<file path="src/rtl/core/pbskip_pkg.sv">
// Shared types and codes for the protobuf wire-format field skipper.
package pbskip_pkg;

  typedef enum logic [1:0] {
    PH_TAG    = 2'd0,
    PH_VALUE  = 2'd1,
    PH_LENGTH = 2'd2,
    PH_SKIP   = 2'd3
  } phase_t;

  // Wire types.
  localparam logic [2:0] WT_VARINT  = 3'd0;
  localparam logic [2:0] WT_FIXED64 = 3'd1;
  localparam logic [2:0] WT_LENGTH  = 3'd2;
  localparam logic [2:0] WT_SGROUP  = 3'd3;
  localparam logic [2:0] WT_EGROUP  = 3'd4;
  localparam logic [2:0] WT_FIXED32 = 3'd5;

  // Result status codes.
  localparam logic [2:0] ST_OK         = 3'd0;
  localparam logic [2:0] ST_FIELD_ZERO = 3'd1;
  localparam logic [2:0] ST_BAD_WIRE   = 3'd2;
  localparam logic [2:0] ST_LONG_VINT  = 3'd3;
  localparam logic [2:0] ST_OVER_32    = 3'd4;
  localparam logic [2:0] ST_UNMATCHED  = 3'd5;
  localparam logic [2:0] ST_TOO_DEEP   = 3'd6;
  localparam logic [2:0] ST_UNEXP_END  = 3'd7;

  localparam logic [3:0] VINT_LAST_IDX = 4'd9;
  localparam logic [6:0] NEST_RESET    = 7'd64;

endpackage

</file>
<file path="src/rtl/core/protobuf_wire_field_skipper_top.sv">
// Top level of the protobuf wire-format field skipper with its group stack memory.
// A result appears in the output register in the cycle after its byte is accepted.
// Throughput: one byte per cycle; s_tready drops only while a result waits on m_tready.
// The group stack is a one-port-write, one-port-read memory whose top entry is
// prefetched every cycle, with a bypass for an entry written in the same cycle.
// Reset (rst, synchronous) clears the parser state and sets nesting_limit to 64;
// the stack memory is not cleared, only entries below the depth are ever read.
module protobuf_wire_field_skipper_top
  import pbskip_pkg::*;
#(
  parameter int MAX_DEPTH = 64
) (
  input  logic        clk,
  input  logic        rst,
  input  logic        s_tvalid,
  output logic        s_tready,
  input  logic [7:0]  s_tdata,   // [7:0] data_byte
  input  logic        s_tlast,   // last_byte
  output logic        m_tvalid,
  input  logic        m_tready,
  // [28:0] field_number, [31:29] wire_kind, [38:32] nest_depth, [41:39] status,
  // [47:42] zero
  output logic [47:0] m_tdata,
  output logic        m_tlast,   // message_done
  input  logic        cfg_valid,
  output logic        cfg_ready,
  input  logic [6:0]  cfg_data
);

  localparam int AW = (MAX_DEPTH > 1) ? $clog2(MAX_DEPTH) : 1;
  localparam int DW = $clog2(MAX_DEPTH + 1);
  localparam int CW = (DW > 7) ? DW : 7;
  localparam logic [CW-1:0] MAXD = CW'(MAX_DEPTH);

  // Registers.
  logic [6:0]    nesting_limit;
  phase_t        phase, phase_next;
  logic [31:0]   acc;
  logic          acc_ovf;
  logic [3:0]    vcnt;
  logic [28:0]   field_num, field_num_next;
  logic [2:0]    wkind, wkind_next;
  logic [31:0]   skip_left, skip_left_next;
  logic [DW-1:0] depth, depth_next;
  logic          failed;

  logic [28:0]   stack_mem [MAX_DEPTH];
  logic [28:0]   rd_q;
  logic [28:0]   byp_d;
  logic          byp_sel;

  logic s_fire, take;
  assign s_fire    = s_tvalid && s_tready;
  assign take      = s_fire && !failed;
  assign s_tready  = !m_tvalid || m_tready;
  assign cfg_ready = 1'b1;

  always_ff @(posedge clk) begin
    if (rst) begin
      nesting_limit <= NEST_RESET;
    end else if (cfg_valid && cfg_ready) begin
      nesting_limit <= cfg_data;
    end
  end

  // Varint byte decode, shared by the tag, value and length phases.
  logic [31:0] add_lo;
  logic        add_hi;
  logic [31:0] val_lo;
  logic        val_hi;
  logic        cont, too_long, complete;
  logic [28:0] tag_fn;
  logic [2:0]  tag_wk;

  always_comb begin
    add_lo = '0;
    add_hi = 1'b0;
    case (vcnt) inside
      4'd0: add_lo = {25'd0, s_tdata[6:0]};
      4'd1: add_lo = {18'd0, s_tdata[6:0], 7'd0};
      4'd2: add_lo = {11'd0, s_tdata[6:0], 14'd0};
      4'd3: add_lo = {4'd0, s_tdata[6:0], 21'd0};
      4'd4: begin
        add_lo = {s_tdata[3:0], 28'd0};
        add_hi = |s_tdata[6:4];
      end
      [4'd5:4'd8]: add_hi = |s_tdata[6:0];
      4'd9: add_hi = s_tdata[0];   // only bit 63 survives on the tenth byte
      default: ;
    endcase
    val_lo   = acc | add_lo;
    val_hi   = acc_ovf | add_hi;
    cont     = s_tdata[7];
    too_long = cont && (vcnt == VINT_LAST_IDX);
    complete = !cont;
    tag_fn   = val_lo[31:3];
    tag_wk   = val_lo[2:0];
  end

  // Stack top and nesting checks.
  logic [28:0]   stack_top;
  logic [CW-1:0] depth_ext, lim_ext;
  logic          too_deep, pop_ok;

  always_comb begin
    stack_top = byp_sel ? byp_d : rd_q;
    depth_ext = CW'(depth);
    lim_ext   = CW'(nesting_limit);
    if (lim_ext > MAXD) lim_ext = MAXD;
    too_deep  = (depth_ext >= lim_ext) || (depth_ext >= MAXD);
    pop_ok    = (depth != '0) && (stack_top == tag_fn);
  end

  // Next state.
  logic        push;
  logic [31:0] skip_dec;

  always_comb begin
    phase_next     = phase;
    field_num_next = field_num;
    wkind_next     = wkind;
    skip_left_next = skip_left;
    depth_next     = depth;
    push           = 1'b0;
    skip_dec       = (skip_left != '0) ? skip_left - 32'd1 : 32'd0;
    unique case (phase)
      PH_TAG: begin
        if (complete && !val_hi) begin
          field_num_next = tag_fn;
          wkind_next     = tag_wk;
          if (tag_fn != '0) begin
            unique case (tag_wk) inside
              WT_VARINT:  phase_next = PH_VALUE;
              WT_FIXED64: begin
                skip_left_next = 32'd8;
                phase_next     = PH_SKIP;
              end
              WT_FIXED32: begin
                skip_left_next = 32'd4;
                phase_next     = PH_SKIP;
              end
              WT_LENGTH:  phase_next = PH_LENGTH;
              WT_SGROUP: begin
                if (!too_deep) begin
                  push       = 1'b1;
                  depth_next = depth + DW'(1);
                end
              end
              WT_EGROUP: begin
                if (pop_ok) depth_next = depth - DW'(1);
              end
              default: ;
            endcase
          end
        end
      end
      PH_VALUE: begin
        if (complete) phase_next = PH_TAG;
      end
      PH_LENGTH: begin
        if (complete && !val_hi) begin
          if (val_lo == '0) begin
            phase_next = PH_TAG;
          end else begin
            skip_left_next = val_lo;
            phase_next     = PH_SKIP;
          end
        end
      end
      PH_SKIP: begin
        skip_left_next = skip_dec;
        if (skip_dec == '0) phase_next = PH_TAG;
      end
      default: ;
    endcase
  end

  // Result for the accepted byte.
  logic [28:0] r_fn;
  logic [2:0]  r_wk;
  logic [2:0]  r_st;
  logic        r_err, r_done, emit;
  logic [CW-1:0] dn_ext;

  always_comb begin
    r_fn   = field_num;
    r_wk   = wkind;
    r_st   = ST_OK;
    r_err  = 1'b0;
    r_done = 1'b0;
    unique case (phase)
      PH_TAG: begin
        r_fn = '0;
        r_wk = '0;
        if (too_long) begin
          r_err = 1'b1;
          r_st  = ST_LONG_VINT;
        end else if (complete) begin
          if (val_hi) begin
            r_err = 1'b1;
            r_st  = ST_OVER_32;
          end else begin
            r_fn = tag_fn;
            r_wk = tag_wk;
            if (tag_fn == '0) begin
              r_err = 1'b1;
              r_st  = ST_FIELD_ZERO;
            end else begin
              unique case (tag_wk) inside
                WT_SGROUP: begin
                  if (too_deep) begin
                    r_err = 1'b1;
                    r_st  = ST_TOO_DEEP;
                  end else begin
                    r_done = 1'b1;
                  end
                end
                WT_EGROUP: begin
                  if (pop_ok) begin
                    r_done = 1'b1;
                  end else begin
                    r_err = 1'b1;
                    r_st  = ST_UNMATCHED;
                  end
                end
                WT_VARINT, WT_FIXED64, WT_FIXED32, WT_LENGTH: ;
                default: begin
                  r_err = 1'b1;
                  r_st  = ST_BAD_WIRE;
                end
              endcase
            end
          end
        end
      end
      PH_VALUE: begin
        if (too_long) begin
          r_err = 1'b1;
          r_st  = ST_LONG_VINT;
        end else if (complete) begin
          r_done = 1'b1;
        end
      end
      PH_LENGTH: begin
        if (too_long) begin
          r_err = 1'b1;
          r_st  = ST_LONG_VINT;
        end else if (complete) begin
          if (val_hi) begin
            r_err = 1'b1;
            r_st  = ST_OVER_32;
          end else if (val_lo == '0) begin
            r_done = 1'b1;
          end
        end
      end
      PH_SKIP: begin
        if (skip_dec == '0) r_done = 1'b1;
      end
      default: ;
    endcase
    // A last byte that leaves a field or a group open ends the message badly.
    if (!r_err && s_tlast && (!r_done || (depth_next != '0))) begin
      r_err = 1'b1;
      r_st  = ST_UNEXP_END;
    end
    emit   = r_err || r_done;
    dn_ext = CW'(depth_next);
  end

  always_ff @(posedge clk) begin
    if (rst) begin
      phase     <= PH_TAG;
      acc       <= '0;
      acc_ovf   <= 1'b0;
      vcnt      <= '0;
      field_num <= '0;
      wkind     <= '0;
      skip_left <= '0;
      depth     <= '0;
      failed    <= 1'b0;
    end else if (take) begin
      phase     <= phase_next;
      field_num <= field_num_next;
      wkind     <= wkind_next;
      skip_left <= skip_left_next;
      depth     <= depth_next;
      if (r_err) failed <= 1'b1;
      if (phase != PH_SKIP) begin
        if (cont && !too_long) begin
          acc     <= val_lo;
          acc_ovf <= val_hi;
          vcnt    <= vcnt + 4'd1;
        end else begin
          acc     <= '0;
          acc_ovf <= 1'b0;
          vcnt    <= '0;
        end
      end
    end
  end

  // Group stack: the entry just below the coming depth is read every cycle, so
  // the top is ready for an end-group tag on the very next byte.
  logic [DW-1:0] depth_eff;
  logic [AW-1:0] rd_addr, wr_addr;
  logic          wr_en;

  always_comb begin
    depth_eff = take ? depth_next : depth;
    rd_addr   = (depth_eff == '0) ? '0 : AW'(depth_eff - DW'(1));
    wr_addr   = AW'(depth);
    wr_en     = take && push;
  end

  always_ff @(posedge clk) begin
    if (wr_en) stack_mem[wr_addr] <= field_num_next;
    rd_q  <= stack_mem[rd_addr];
    byp_d <= field_num_next;
  end

  always_ff @(posedge clk) begin
    if (rst) begin
      byp_sel <= 1'b0;
    end else begin
      byp_sel <= wr_en && (rd_addr == wr_addr);
    end
  end

  // Output register.
  always_ff @(posedge clk) begin
    if (rst) begin
      m_tvalid <= 1'b0;
    end else if (take && emit) begin
      m_tvalid <= 1'b1;
    end else if (m_tready) begin
      m_tvalid <= 1'b0;
    end
  end

  always_ff @(posedge clk) begin
    if (take && emit) begin
      m_tdata <= {6'd0, r_st, dn_ext[6:0], r_wk, r_fn};
      m_tlast <= s_tlast;
    end
  end

endmodule

</file>
<file path="config.mk">
export PLATFORM = sky130hd
export DESIGN_NAME = protobuf_wire_field_skipper_top
export DESIGN_NICKNAME = d
export VERILOG_FILES = /design/src/rtl/core/pbskip_pkg.sv /design/src/rtl/core/protobuf_wire_field_skipper_top.sv
export SDC_FILE = /design/constraint.sdc
export NUM_CORES = 2
export LEC_CHECK = 0
export BUFFER_PORTS_ARGS = -buffer_cell sky130_fd_sc_hd__buf_2
export CORE_ASPECT_RATIO = 1.5
export CORE_MARGIN = 4
export CORE_UTILIZATION = 45
export DETAILED_ROUTE_END_ITERATION = 10
export HOLD_SLACK_MARGIN = 0.1
export SLEW_MARGIN = 20
export SYNTH_ARGS = -nofsm -noshare
export SYNTH_HDL_FRONTEND = slang
export SYNTH_SLANG_ARGS = --single-unit
export TNS_END_PERCENT = 30
</file>
<file path="constraint.sdc">
create_clock -name clk -period 12.32 [get_ports clk]
set_input_delay 2.464 -clock clk [delete_from_list [all_inputs] [get_ports clk]]
set_output_delay 2.464 -clock clk [all_outputs]
set_load 0.02 [all_outputs]
</file>
==> impl_summary.txt <==
----------------------------------------------------
[CTS]
  Worst-skew pair later-pin latency ... roughly 0.86 ns
  H-tree depth ... 4
  Clock tree from TritonCTS ... built
  Number of gates given a new drive strength after cts ... 0
  CTS clock-pin slew for the worst setup and hold paths ... around 0.070 ns
  Root Buffer ... sky130_fd_sc_hd__clkbuf_16
  TritonCTS sink count ... around 2100
  Clk buf depth ... 4
  Post CTS Setup Buffer Count ... 0
  Number of buffers added to fix hold violations after cts ... 0
  Total clock buffers created by CTS ... ~200

[Finish]
  Area delta synth->final ... 12.2%
  Net count of the finished layout ... a little under 7000
  Layout cells sized above 1 ... ~11%
  Layout Cells excl Fill ... 9510

[Global route]
  Initial antenna violation count ... 17
  GR Overflow Total ... 0
  Maximum number of pins on one net before global-route repair ... between 100 and 150
  Wire length of the first global-routing pass ... approximately 430000 um
  Global routing usage summed across all routing layers ... around 29%
  Number of global-route vias before repair ... 59400

[Synth]
  Post-synth ARST share ... 0%
  Fraction of the yosys area taken by sequential cells ... between 60% and 70%
  Number of register bits inferred by synthesis ... 2077
  Synthesis warning total ... 0
  Number of distinct library cells after synthesis ... 103
  Post-Syn Area ... 0.0870 sq mm
  Synth Area per Inst ... roughly 13 sq um
  Post-synth EDFFs ... around 1900
  Post-synth top flop ... sky130_fd_sc_hd__edfxtp_1
  Instance count of the mapped netlist ... 6857

[Critical path]
  Type of element capturing the critical path ... flop
  Startpoint Class ... primary input
  Start point of the critical path ... s_tdata[2]
  CP Class ... primary input to flop
  Top fanout value on the critical path ... roughly 80
  Required time of the worst setup path ... between 10 and 15 ns
  Launch instance of the worst register-to-register path ... vcnt[0]$_SDFFE_PP0P_
  Arrival time worst endpoint ... slightly above 10 ns

[Worst hold path]
  HP Class ... flop to flop
  Startpoint of the tightest hold check path ... skip_left[11]$_SDFFE_PP0P_

[Routing]
  Detail-routed net length per standard cell ... 31.5 um
  Detailed-route wire length ... roughly 300000 um
  Number of DRC markers after the initial detailed-route iteration ... 8521
  Avg Vias per Cell ... approximately 6.5
  DRC errors left ... 1
  Number of iterations in the first detailed-routing pass ... 11
  Antenna Violating Nets Remaining ... 0
  Via total after detailed routing ... 62100

[Power]
  PD cells ... ~150 mW/mm^2
  Worst IR drop on VDD ... about 110 uV
  Leakage component of the power ... around 0.033 uW

[Outcome]
  Violated checks ... design-rule violations
  Status ... finished with violations

[Timing]
  Count of endpoints failing setup in the final report ... 0
  Clock Skews ... a little over 0.06 ns
  Fin Setup TNS ... 0 ns
  Max-slew violation total from the final report ... 0
  FMAX ... 104 MHz
  Fraction of the cycle the final worst path needs ... ~80%
  Max-slew headroom ... between 20% and 30%
  Clock period minus final worst setup slack ... roughly 9.6 ns
  Setup repair after global routing missed its margin ... no
  Final count of hold timing violations ... 0
  Actual slew at the worst max-slew pin ... about 1.2 ns

[Floorplanning]
  Height of the die ... roughly 550 um
  Horiz. Die Dim ... ~370 um
  Top-Level Pins ... between 70 and 80
  Site row count ... between 150 and 200
  Initial Util ... 45.2%
  Core area ... 0.192 sq mm
  Die Footprint ... about 0.2 sq mm

[Placed design]
  Gpl congestion ... approximately 0.94
  Buffers added on ports ... 65
  Number of cells after detailed placement ... 9152
  Sum of net half-perimeters after detailed placement ... between 150000 and 200000 um

[Run]
  Number of max-capacitance violations reported ... 0

----------------------------------------------------
report_power, final:
group	internal [uW]	switching, uW
clock	3350	2610
combinational	156	597
sequential	7810	29.6
total	11300	3240
worst max-delay path, stage by stage:
cell and delay (ns):
sky130_fd_sc_hd__buf_2 0.23, sky130_fd_sc_hd__a31oi_1 0.82, sky130_fd_sc_hd__xnor2_1 0.23, sky130_fd_sc_hd__nand4_1 0.21, sky130_fd_sc_hd__nor4_4 0.60, sky130_fd_sc_hd__a22o_1 0.42, sky130_fd_sc_hd__a211oi_4 0.16, sky130_fd_sc_hd__inv_8 0.46
sky130_fd_sc_hd__ha_4 0.24, sky130_fd_sc_hd__clkinv_2 0.05, sky130_fd_sc_hd__a221oi_1 0.31, sky130_fd_sc_hd__and3_2 0.30, sky130_fd_sc_hd__buf_4 0.69, sky130_fd_sc_hd__nand3_1 0.14, sky130_fd_sc_hd__nor3_1 0.18, sky130_fd_sc_hd__a211o_1 0.13
sky130_fd_sc_hd__buf_4 0.37, sky130_fd_sc_hd__nand3_1 0.70, sky130_fd_sc_hd__a221oi_1 0.96, sky130_fd_sc_hd__a31oi_1 0.34, sky130_fd_sc_hd__o2111ai_1 0.29
flip-flops by register name, indices dropped and copies added, names as in the netlist, 2 cells and up:
name           count
acc               32
phase              2
field_num         29
wkind              3
stack_mem       1856
depth              7
skip_left         32
m_tdata           42
rd_q              29
byp_d             29
nesting_limit      7
vcnt               4
cells in the mapped netlist (all sizes together), types with 131 or more instances:
cell / count / area, sq um
nand3: 259 / 1300
nand2: 1135 / 4260
a31oi: 131 / 835
a211oi: 162 / 1220
buf: 199 / 1000
a21oi: 337 / 1690
dfxtp: 178 / 3560
mux2i: 195 / 1950
nor2: 427 / 1610
o21ai: 340 / 1710
a221oi: 146 / 1350
clkbuf: 312 / 1170
nor3: 174 / 881
edfxtp: 1899 / 57000
cells by family (layout without fill, tap and decap cells):
logic type / after synthesis / count (layout) / share of synthesized area, %
flops: 2077 / 2077 / 69.7
simple gates: 2320 / 2320 / 11.8
xor+xnor: 42 / 42 / 0.432
fa+ha+maj: 17 / 17 / 0.245
other cells: 2 / 10 / 0.00863
mux: 203 / 203 / 2.35
compound gates: 1656 / 1656 / 12.9
buf+inv: 540 / 698 / 2.62
stage by stage:
stage	instance area (sq um)	total power (uW)	worst slack (ns)	util (%)	hold slack [ns]
after global placement	91200	8720	2.05	47.4	0.448
after global routing	97600	14900	2.54	50.8	0.511
after CTS	97500	14600	2.89	50.7	0.481
after floorplan	87000	8400	3.69	-	0.438
final	97600	14600	2.73	50.8	0.482
after detailed placement	91400	8730	2.00	47.5	0.471
placed cells by master (no fill, tap or decap), types with 33 or more instances in the layout:
cell / n
sky130_fd_sc_hd__edfxtp_1: 1899
sky130_fd_sc_hd__nand2_1: 1131
sky130_fd_sc_hd__nor2_1: 356
sky130_fd_sc_hd__a21oi_1: 330
sky130_fd_sc_hd__o21ai_0: 295
sky130_fd_sc_hd__nand3_1: 257
sky130_fd_sc_hd__buf_4: 229
sky130_fd_sc_hd__clkbuf_16: 204
sky130_fd_sc_hd__mux2i_1: 195
sky130_fd_sc_hd__dfxtp_1: 177
sky130_fd_sc_hd__nor3_1: 172
sky130_fd_sc_hd__a211oi_1: 159
sky130_fd_sc_hd__a221oi_1: 135
sky130_fd_sc_hd__a31oi_1: 129
sky130_fd_sc_hd__and3_1: 119
sky130_fd_sc_hd__o22ai_1: 106
sky130_fd_sc_hd__buf_2: 67
sky130_fd_sc_hd__o211ai_1: 65
sky130_fd_sc_hd__nor2_4: 56
sky130_fd_sc_hd__or3_1: 49
sky130_fd_sc_hd__clkbuf_1: 49
sky130_fd_sc_hd__clkinv_1: 45
sky130_fd_sc_hd__a211o_1: 45
sky130_fd_sc_hd__o221ai_1: 41
sky130_fd_sc_hd__a311oi_1: 40
sky130_fd_sc_hd__a22oi_1: 33
area by class of cell:
| type | instances | area, sq um |
|---|---|---|
| fillers | 16200 | 94600 |
| flip-flops and latches | 2077 | 60600 |
| multi-input cells | 4245 | 25100 |
| clock buffers | 263 | 5430 |
| well taps | 2487 | 3110 |
| repair buffers | 317 | 2490 |
| clock inverters | 89 | 738 |
| inverters | 29 | 118 |
| diodes | 3 | 7.51 |
per-layer routing:
layer	part of all wire [%]	vias to the layer above	global-route usage [%]	wire (um)
met3	9.9	791	4.98	29800
li1	-	26300	-	-
met5	0.021	-	0	63
met4	7.0	10	17.5	21100
met2	47	3892	47.2	141000
met1	36	31200	36.1	108000
worst paths after layout:
check / to / slack, ns / cells after the start
worst max-delay path: rd_q[19]$_DFF_P_ / 2.73 / 21
worst max register to register: rd_q[19]$_DFF_P_ / 2.87 / 24
worst min register to register: skip_left[11]$_SDFFE_PP0P_ / 0.48 / 2
worst min-delay path: skip_left[11]$_SDFFE_PP0P_ / 0.48 / 2
(Power assumes the default switching activity.)
